--- config.mk ---
export PLATFORM = sky130hd
export DESIGN_NAME = vgm_command_stream_parser
export DESIGN_NICKNAME = d
export VERILOG_FILES = /design/src/hw/rtl/vgm_pkg.sv /design/src/hw/rtl/vgm_command_stream_parser.sv
export SDC_FILE = /design/constraint.sdc
export NUM_CORES = 1
export LEC_CHECK = 0
export ABC_AREA = 1
export BUFFER_PORTS_ARGS = -buffer_cell sky130_fd_sc_hd__clkbuf_2
export CELL_PAD_IN_SITES_DETAIL_PLACEMENT = 0
export CELL_PAD_IN_SITES_GLOBAL_PLACEMENT = 1
export CORE_AREA = 4 4 130 132
export CTS_CLUSTER_DIAMETER = 30
export CTS_CLUSTER_SIZE = 8
export DETAILED_ROUTE_END_ITERATION = 7
export DIE_AREA = 0 0 134 136
export PLACE_DENSITY = 0.91
export SETUP_SLACK_MARGIN = 0.5
export SLEW_MARGIN = 20
export SYNTH_ARGS = -nofsm -noshare
export SYNTH_HDL_FRONTEND = slang
export SYNTH_SLANG_ARGS = --single-unit
--- constraint.sdc ---
create_clock -name i_clk -period 9 [get_ports i_clk]
set_clock_uncertainty 0.2 [all_clocks]
set_input_delay 1.8 -clock i_clk [delete_from_list [all_inputs] [get_ports i_clk]]
set_output_delay 1.8 -clock i_clk [all_outputs]
set_load 0.05 [all_outputs]
--- src/hw/rtl/vgm_pkg.sv ---
package vgm_pkg;

    localparam int unsigned HEADER_BYTES = 64;

    typedef enum logic [2:0] {
        PH_HEADER  = 3'd0,
        PH_OPCODE  = 3'd1,
        PH_AY_ADDR = 3'd2,
        PH_AY_DATA = 3'd3,
        PH_WAIT_LO = 3'd4,
        PH_WAIT_HI = 3'd5,
        PH_SKIP    = 3'd6
    } t_phase;

    typedef enum logic [1:0] {
        KIND_WRITE = 2'd0,
        KIND_WAIT  = 2'd1,
        KIND_END   = 2'd2
    } t_kind;

    localparam logic [7:0] OP_AY_WRITE = 8'hA0;
    localparam logic [7:0] OP_WAIT16   = 8'h61;
    localparam logic [7:0] OP_WAIT735  = 8'h62;
    localparam logic [7:0] OP_WAIT882  = 8'h63;
    localparam logic [7:0] OP_OVERRIDE = 8'h64;
    localparam logic [7:0] OP_END      = 8'h66;
    localparam logic [7:0] OP_DATA_BLK = 8'h67;
    localparam logic [7:0] OP_PCM_SEEK = 8'hE0;
    localparam logic [3:0] OP_WAIT_N1  = 4'h7;
    localparam logic [3:0] OP_WAIT_N   = 4'h8;

    localparam logic [15:0] WAIT_NTSC = 16'd735;
    localparam logic [15:0] WAIT_PAL  = 16'd882;

    localparam logic [2:0] SKIP_OVERRIDE = 3'd3;
    localparam logic [2:0] SKIP_DATA_BLK = 3'd2;
    localparam logic [2:0] SKIP_PCM_SEEK = 3'd4;

    localparam logic REG_STREAM_LENGTH = 1'b0;

endpackage

--- src/hw/rtl/vgm_command_stream_parser.sv ---
// A result beat appears on the master side in the cycle after the byte that completes it.
// Throughput: one byte per cycle; the single output register stalls intake only while a
// result is held and the master side is not ready.
// Reset: synchronous, active low; clears the parser state, the stream length and the
// output valid flag.
module vgm_command_stream_parser
    import vgm_pkg::*;
(
    input  logic        i_clk,
    input  logic        i_rst_n,
    // APB-style configuration port
    input  logic        psel,
    input  logic        penable,
    input  logic        pwrite,
    input  logic [2:0]  paddr,
    input  logic [31:0] pwdata,
    output logic [31:0] prdata,
    output logic        pready,
    // byte stream in
    input  logic        s_axis_tvalid,
    output logic        s_axis_tready,
    input  logic [7:0]  s_axis_tdata,   // [7:0] stream_byte
    // results out
    output logic        m_axis_tvalid,
    input  logic        m_axis_tready,
    output logic [31:0] m_axis_tdata, // [7:0] reg_address, [15:8] reg_value, [31:16] wait_samples
    output logic [1:0]  m_axis_tuser    // [1:0] result_kind
);

    logic [31:0] r_stream_length;
    logic [31:0] r_bytes_seen, n_bytes_seen;
    t_phase      r_phase, n_phase;
    logic [7:0]  r_opcode, n_opcode;
    logic [2:0]  r_left, n_left;
    logic [7:0]  r_first, n_first;
    logic        r_stopped, n_stopped;

    logic        r_out_valid;
    t_kind       r_out_kind;
    logic [7:0]  r_out_addr;
    logic [7:0]  r_out_value;
    logic [15:0] r_out_wait;

    logic        in_beat;
    logic        live;
    logic [31:0] bytes_inc;
    logic [2:0]  left_dec;
    logic        res_valid;
    t_kind       res_kind;
    logic [7:0]  res_addr;
    logic [7:0]  res_value;
    logic [15:0] res_wait;
    logic        cfg_wr;

    assign pready = 1'b1;
    assign cfg_wr = psel && penable && pwrite;
    assign prdata = (paddr[2] == REG_STREAM_LENGTH) ? r_stream_length : 32'd0;

    assign s_axis_tready = !r_out_valid || m_axis_tready;
    assign in_beat       = s_axis_tvalid && s_axis_tready;
    assign live          = !r_stopped && (r_bytes_seen < r_stream_length);
    assign bytes_inc     = r_bytes_seen + 32'd1;
    assign left_dec      = (r_left != 3'd0) ? r_left - 3'd1 : 3'd0;

    // next parser state
    always_comb begin
        n_bytes_seen = r_bytes_seen;
        n_phase      = r_phase;
        n_opcode     = r_opcode;
        n_left       = r_left;
        n_first      = r_first;
        n_stopped    = r_stopped;
        if (in_beat && !r_stopped) begin
            if (!live) begin
                n_stopped = 1'b1;
            end else begin
                n_bytes_seen = bytes_inc;
                case (r_phase)
                    PH_HEADER: begin
                        if (bytes_inc >= 32'(HEADER_BYTES)) n_phase = PH_OPCODE;
                    end
                    PH_AY_ADDR: begin
                        n_first = s_axis_tdata;
                        n_phase = PH_AY_DATA;
                    end
                    PH_AY_DATA: n_phase = PH_OPCODE;
                    PH_WAIT_LO: begin
                        n_first = s_axis_tdata;
                        n_phase = PH_WAIT_HI;
                    end
                    PH_WAIT_HI: n_phase = PH_OPCODE;
                    PH_SKIP: begin
                        n_left = left_dec;
                        if (left_dec == 3'd0) n_phase = PH_OPCODE;
                    end
                    default: begin
                        // opcode phase, also taken for the unused phase code
                        n_opcode = s_axis_tdata;
                        n_phase  = PH_OPCODE;
                        case (s_axis_tdata)
                            OP_AY_WRITE: n_phase = PH_AY_ADDR;
                            OP_WAIT16:   n_phase = PH_WAIT_LO;
                            OP_OVERRIDE: begin
                                n_left  = SKIP_OVERRIDE;
                                n_phase = PH_SKIP;
                            end
                            OP_DATA_BLK: begin
                                n_left  = SKIP_DATA_BLK;
                                n_phase = PH_SKIP;
                            end
                            OP_PCM_SEEK: begin
                                n_left  = SKIP_PCM_SEEK;
                                n_phase = PH_SKIP;
                            end
                            OP_END:  n_stopped = 1'b1;
                            default: ;
                        endcase
                    end
                endcase
            end
        end
    end

    // result for the current byte
    always_comb begin
        res_valid = 1'b0;
        res_kind  = KIND_WAIT;
        res_addr  = 8'd0;
        res_value = 8'd0;
        res_wait  = 16'd0;
        if (live) begin
            case (r_phase)
                PH_HEADER, PH_AY_ADDR, PH_WAIT_LO: ;
                PH_AY_DATA: begin
                    res_valid = 1'b1;
                    res_kind  = KIND_WRITE;
                    res_addr  = r_first;
                    res_value = s_axis_tdata;
                end
                PH_WAIT_HI: begin
                    res_valid = 1'b1;
                    res_wait  = {s_axis_tdata, r_first};
                end
                PH_SKIP: begin
                    if (left_dec == 3'd0 && r_opcode == OP_OVERRIDE) begin
                        res_valid = 1'b1;
                        res_wait  = WAIT_PAL;
                    end
                end
                default: begin
                    if (s_axis_tdata[7:4] == OP_WAIT_N1) begin
                        res_valid = 1'b1;
                        res_wait  = 16'(s_axis_tdata[3:0]) + 16'd1;
                    end else if (s_axis_tdata[7:4] == OP_WAIT_N) begin
                        res_valid = 1'b1;
                        res_wait  = 16'(s_axis_tdata[3:0]);
                    end else begin
                        case (s_axis_tdata)
                            OP_WAIT735: begin
                                res_valid = 1'b1;
                                res_wait  = WAIT_NTSC;
                            end
                            OP_WAIT882: begin
                                res_valid = 1'b1;
                                res_wait  = WAIT_PAL;
                            end
                            OP_END: begin
                                res_valid = 1'b1;
                                res_kind  = KIND_END;
                            end
                            default: ;
                        endcase
                    end
                end
            endcase
        end
    end

    always_ff @(posedge i_clk) begin
        if (!i_rst_n) begin
            r_stream_length <= 32'd0;
            r_bytes_seen    <= 32'd0;
            r_phase         <= PH_HEADER;
            r_opcode        <= 8'd0;
            r_left          <= 3'd0;
            r_first         <= 8'd0;
            r_stopped       <= 1'b0;
            r_out_valid     <= 1'b0;
        end else begin
            if (cfg_wr && paddr[2] == REG_STREAM_LENGTH) r_stream_length <= pwdata;
            r_bytes_seen <= n_bytes_seen;
            r_phase      <= n_phase;
            r_opcode     <= n_opcode;
            r_left       <= n_left;
            r_first      <= n_first;
            r_stopped    <= n_stopped;
            // load a fresh result, else drop the one just taken
            if (in_beat && res_valid) begin
                r_out_valid <= 1'b1;
            end else if (m_axis_tready) begin
                r_out_valid <= 1'b0;
            end
        end
    end

    always_ff @(posedge i_clk) begin
        if (in_beat && res_valid) begin
            r_out_kind  <= res_kind;
            r_out_addr  <= res_addr;
            r_out_value <= res_value;
            r_out_wait  <= res_wait;
        end
    end

    assign m_axis_tvalid = r_out_valid;
    assign m_axis_tdata  = {r_out_wait, r_out_value, r_out_addr};
    assign m_axis_tuser  = r_out_kind;

endmodule

Word-level counts from Yosys, hierarchy flattened

Cells that the tools add are included.

Bits in registers: 122
Logic and storage cells: 100

$add $sub $neg: 3
Magnitude comparators: 2
Eq/ne operators: 20
Muxes and demuxes: 28
Bitwise gates (word level): 3
Reduce and logical (&&, ||, !) cells: 32

Operators with widths:

| cell                  | count |
|---|---|
| $eq 8x7->1 const B    | 7 |
| $pmux 16 s3           | 1 |
| $add 32x1->32 const B | 1 |
| $ge 32x7->1 const B   | 1 |
| $lt 32x32->1          | 1 |
| $mux 32               | 1 |
| $mux 10               | 3 |
| $pmux 10 s2           | 1 |
| $pmux 3 s3            | 2 |
| $eq 8x8->1 const B    | 2 |
| $pmux 3 s5            | 1 |
| $mux 1                | 10 |
| $reduce_or 5->1       | 2 |
| $eq 3x3->1 const B    | 3 |
| $mux 3                | 3 |
| $reduce_and 3->1      | 3 |
| $reduce_or 3->1       | 3 |
| $logic_and 1x1->1     | 8 |
| $reduce_and 4->1      | 2 |
| $eq 3x2->1 const B    | 2 |
| $logic_not 3->1       | 2 |
| $mux 2                | 3 |
| $ne 2x2->1 const B    | 3 |
| $pmux 3 s2            | 1 |
| 17 further kinds      | 22 |

Depth between registers and ports, before layout

Gate-level depths: netlist of the first run.

Word-level depth: 9
Gate-level depth with buffers: 17
Depth with buffers taken out: 17

Worst setup path before layout of the first run

Ideal clock, no wire load.

Kind: input port to output port
Start point: input port paddr[2]
End point: output port prdata[10]
Arrival: 2.808 ns
Setup slack: 4.192 ns
Cell stages on the path: 3
Buffers on the path: 2
Cell sequence: clkbuf_1 -> clkbuf_1 -> nor2_1

Longest elaborated chain between the ends: 1

Ends and longest elaborated chain:

| item        | RTL line                        | RTL |
|---|---|---|
| from (decl) | vgm_command_stream_parser.sv:15 | `input logic [2:0] paddr,` |
| $mux 32     | vgm_command_stream_parser.sv:57 | `assign prdata = (paddr[2] == REG_STREAM_LENGTH) ? r_stream_length : 32'd0;` |
| to (decl)   | vgm_command_stream_parser.sv:17 | `output logic [31:0] prdata,` |

Every way passes these cells.

Worst setup path after layout of the first run

Start point: input port paddr[2]
End point: output port prdata[14]

The elaborated chain is that of the path after synthesis.

==> metrics, run 1 <==
first-pass detailed-route iteration total 6; Seq pwr share 0.365; Post-CTS Setup Bufs 0; most used cell, CP clkbuf_2; clk root buf clkbuf_16; most common cell in the netlist nand2_1; Max Slew Vio Count 0; Crit. End Element output pin; Data arrival, critical path 2.68 ns; Hold Crit Class reg -> reg; final period utilization 0.520; vias per cell 4.99; met1 WL 7.86 mm; Final ANT Viol Nets 0; core footprint 15,700 µm²; # rows 46; post-synth net total 1,008; Max Cap Viol 0; top post-synthesis cells by area dfxtp_1 (26%), edfxtp_1 (15%), nand2_1 (8.6%); Cell Area, Synth about 6800 µm²; final wirelength 18.2 mm; gr usage total 0.207; Critical Path Max Stage Delay around 0.36 ns; placed inst area 7520 µm²; Gate power share 0.279; Synth top cells by count nand2_1 (155), nor2_1 (140), a21oi_1 (109), inv_1 (109), dfxtp_1 (88); CP max stage cell clkbuf_2; first-pass GRT wire length 29.9 mm; #FFs+latches synth 122; Inserted Diodes 0; Distinct cells, synth 40; Max-slew headroom 0.502; Die ar. about 18,000 µm²; port buffer count 115; crit path max fanout 33; leakage 3.39 nW; DR WL/cell 14.5 µm; internal power roughly 1.2 mW; outcome complete, no violations; CTS Buf Count 17; Clk Latency, worst-skew pair 0.42 ns; Storage cell area 2780 µm²; CTS tree built; Crit Path Category in -> out; crit path time final 4.68 ns; hold buffers post-CTS 0; total grt overflow 0; Hold Fails Final Rpt 0; Setup crit start kind primary input; vias in the first global route just over 6,000; met3 WL 946 µm; Die Y 136 µm; CTS H-tree depth 4; Switch Pwr around 730 µW; Fin Setup TNS 0 ns; fmax 0.214 GHz; DP Wirelength 13.4 mm; Cells after Synth 920; CTS Buffer Depth 2; hold slack ~0.28 ns; worst-path cell chain clkbuf_2, nor2_1, clkbuf_2; Worst-Margin Slew roughly 0.74 ns; predominant post-synthesis flop cell dfxtp_1; fin area 8100 µm²; via count 6,271; Final #Nets 1,115; Avg Inst Size Synth about 7.4 µm²; Pwr per Cell Area between 200 and 250 nW/µm²; initial antenna violation count 0; post-cts resize count 0; Synth Warn # 0; largest net degree at the start of global routing 77; Post-synth ARST share 0; Num Clock Sinks 122; Yosys top cell area share 0.260; Synth-to-Final Area Change 19.5%; layout cells sized above 1 0.179; DRC 0; Yosys top cell by area dfxtp_1; die width 134 µm; Filler cells 1,574; highest metal used met4; Worst EP required 7.00 ns; share of the yosys chip area belonging to registers 0.410; clock share of power 0.356; count of final setup violators 0; maximum vdd ir drop 0.134 mV; register clock-pin slew on the reported worst setup and hold paths 0.06 ns; gpl congestion 0.909; metal2 WL 8.95 mm; final core occ 0.516; Initial Utilization 0.431; io pins 119; RSZ-0062 raised after global routing no; number of synthesized flops with an enable pin 34; sw frac 0.380; multi-input logic area 3410 µm²; Initial DRC Count 457
## cell families after synthesis
group,count (synthesis),share of synthesized area
AND/OR/NAND/NOR,394,0.261
AO/OA/AOI/OAI,204,0.157
buffers and inverters,149,0.0858
flip-flops,122,0.410
adder cells (fa/ha/maj),38,0.0701
XOR/XNOR,12,0.0155
other,1,0.000553
## routing by layer
metal	GRT usage	vias to the layer above
li1	-	3255
met1	0.249	2814
met2	0.361	170
met3	0.0485	32
met4	0.0743	0
met5	0	-
## critical path, delay by kind of cell
kind | cells | cell delay (ns)
buffers and inverters | 2 | 0.66
AND/OR/NAND/NOR | 1 | 0.22
## state kept, by name, indices dropped and copies added, names as in the netlist
signal,cells
r_first,8
r_left,3
r_phase,3
r_stopped,1
r_out_value,8
r_bytes_seen,32
m_axis_tuser,2
r_out_wait,16
r_stream_length,32
r_opcode,8
m_axis_tvalid,1
r_out_addr,8
## final cells by class
cell class                      count  area share
Clock buffer                       18      0.0542
Clock inverter                     14      0.0184
Inverter                          118      0.0547
Multi-Input combinational cell    649       0.421
Sequential cell                   122       0.343
Tap cell                          216      0.0333
Timing Repair Buffer              119      0.0747
## per-stage QoR
stage	std cells	setup WS (ns)	total power, mW
2_1_floorplan	920	4.19	1.11
3_3_place_gp	1224	4.35	1.23
3_5_place_dp	1224	4.31	1.24
4_1_cts	1256	4.31	1.92
5_1_grt	1256	4.18	2.03
6_report	1256	4.32	1.91
## worst paths after layout
kind | from | endpoint | slack, ns | cells after the start
worst max-delay path | paddr[2] | prdata[14] | 4.32 | 3
worst min-delay path | r_opcode[3] | r_opcode[3] | 0.28 | 2
worst max register to register | r_bytes_seen[19] | r_phase[0] | 5.60 | 12
worst min register to register | r_opcode[3] | r_opcode[3] | 0.28 | 2
## power groups by stage
| stage | sequential [mW] | clock (mW) | combinational [mW] |
|---|---|---|---|
| 2_1_floorplan | 0.734 | 0 | 0.372 |
| 3_3_place_gp | 0.705 | 0 | 0.524 |
| 3_5_place_dp | 0.707 | 0 | 0.533 |
| 4_1_cts | 0.696 | 0.692 | 0.536 |
| 5_1_grt | 0.704 | 0.720 | 0.607 |
| 6_report | 0.697 | 0.679 | 0.532 |
## placed cells by master, fill, tap and decap left out, types with 2 or more instances in the layout
cell type,n
a211oi_1,3
o211ai_1,3
a22oi_1,3
inv_2,6
clkbuf_2,115
nand3b_1,3
clkbuf_16,17
nor2_2,3
buf_4,4
nor3_2,4
nand3_1,30
clkinv_1,3
ha_1,38
nand2_2,4
inv_1,109
clkinv_4,4
a21oi_1,109
nor2_1,140
inv_8,2
nor2_4,9
o21ai_1,7
o21ai_0,74
o221ai_1,2
nand4_1,14
xor2_1,11
nand3_2,4
edfxtp_1,34
dfxtp_1,88
nand2_1,155
nor3_1,21
inv_6,7
No activity file was read; power rests on OpenSTA's default activity.
==> run 2, diff against run 1 <==
CORE_AREA = 4 4 134 136   (was 4 4 130 132)
DIE_AREA = 0 0 138 140   (was 0 0 134 136)
PLACE_DENSITY = 0.87   (was 0.91)
clock period = 4.5 ns   (was 9 ns; I/O delays follow)
==> metrics, run 2 (synthesized netlist as in run 1, its figures left out) <==
CTS tree built; hold endpoint r_opcode[3]; Die ar. approximately 19,000 µm²; RSZ-0062 raised after global routing no; Hold Startpoint r_opcode[3]; DR WL/cell 14.5 µm; via count ~6,300; outcome complete, no violations; core footprint 16,900 µm²; cell count of the worst reg-to-reg path 12; total grt overflow 0; Inserted Diodes 0; DRC 0; Hold Crit Depth 2; largest registers r_bytes_seen x32, r_stream_length x32, r_out_wait x16; Switch Pwr 1.48 mW; Seq pwr share 0.363; # rows 48; Max Cap Viol 0; final wirelength about 18 mm; hold slack 0.281 ns; DP Wirelength 13.8 mm; gr usage total 0.194; first-pass GRT wire length 30.5 mm; pre-CTS setup slack 1.13 ns; clock share of power 0.354; fin area 8140 µm²; Synth-to-Final Area Change 20.0%; register clock-pin slew on the reported worst setup and hold paths roughly 0.060 ns; Data arrival, critical path 1.88 ns; Post-CTS Setup Bufs 0; commonest non-fill, non-tap cell in the layout nand2_1; commonest cells after routing, fill and taps aside nand2_1 (155), nor2_1 (140), clkbuf_2 (115); Gate power share 0.283; RR Endpoint r_out_value[7]; CTS Buffer Depth 2; die width 138 µm; port buffer count 115; reg2reg setup slack 1.54 ns; total power 3.84 mW; layout cells sized above 1 0.180; sw frac 0.386; RR Startpoint r_bytes_seen[17]; Worst-Margin Slew 0.943 ns; gpl congestion 0.882; largest net degree at the start of global routing 46; Crit. End Element output pin; vias in the first global route 6,063; fmax 0.335 GHz; Setup crit start kind primary input; crit path time final ~3.0 ns; Fin Setup TNS 0 ns; final period utilization 0.663; crit path max fanout 33; Max Slew Vio Count 0; Final ANT Viol Nets 0; io pins 119; Hold Crit Class reg -> reg; CTS H-tree depth 4; leakage between 3 and 4 nW; initial antenna violation count 0; Initial Utilization 0.400; Initial DRC Count between 400 and 500; maximum vdd ir drop about 0.27 mV; first-pass detailed-route iteration total 5; internal power 2.35 mW; clk root buf clkbuf_16; Final #Nets 1,117; Hold Fails Final Rpt 0; vias per cell just under 5; Pwr per Cell Area 471 nW/µm²; Crit Path Category in -> out; placed inst area between 7000 and 8000 µm²; Die Y ~140 µm; Worst EP required 3.40 ns; post-cts resize count 0; hold buffers post-CTS 0; CTS Buf Count 17; Clk Latency, worst-skew pair 0.43 ns; setup slack after layout 1.52 ns; count of final setup violators 0; Num Clock Sinks 122; Max-slew headroom 0.367
[run 2: area by class of cell]
cell class                      instances  area [µm²]
Clock buffer                           18         450
Fill cell                            1746        8800
Clock inverter                         14         144
Timing Repair Buffer                  121         621
Multi-Input combinational cell        649        3410
Sequential cell                       122        2780
Inverter                              118         443
Tap cell                              225         282
[run 2: metrics by stage]
step                std cells  utilization
finish                   1267        0.480
CTS                      1267        0.480
global placement         1235        0.445
detailed placement       1235        0.445
floorplan                 920            -
global route             1267        0.480
[run 2: metal layers]
metal / wire (µm) / part of all wire / vias up / track usage
li1: - / - / 3251 / -
met1: 8010 / 0.44 / 2850 / 0.233
met2: 9140 / 0.50 / 167 / 0.339
met3: 875 / 0.048 / 24 / 0.0468
met4: 314 / 0.017 / 0 / 0.0650
met5: 0 / 0 / - / 0
[run 2: worst max-delay path: stages]
cell	delay, ns
clkbuf_2	0.40
nor2_1	0.27
clkbuf_2	0.31
[run 2: how the worst max path moves through the flow]
stage | startpoint | slack [ns] | to
2_1_floorplan | s_axis_tdata[5] | 1.33 | m_axis_tuser[0]
3_3_place_gp | paddr[2] | 1.16 | r_stream_length[29]
3_5_place_dp | paddr[2] | 1.13 | r_stream_length[14]
4_1_cts | paddr[2] | 1.52 | prdata[21]
5_1_grt | paddr[2] | 1.16 | r_stream_length[14]
6_report | paddr[2] | 1.52 | prdata[15]
[run 2: power by group through the flow]
stage	registers (mW)	logic, mW	clock network, mW
final	1.39	1.08	1.36
after global routing	1.41	1.23	1.44
after global placement	1.41	1.07	0
after floorplan	1.47	0.743	0
after CTS	1.39	1.09	1.38
after detailed placement	1.41	1.09	0
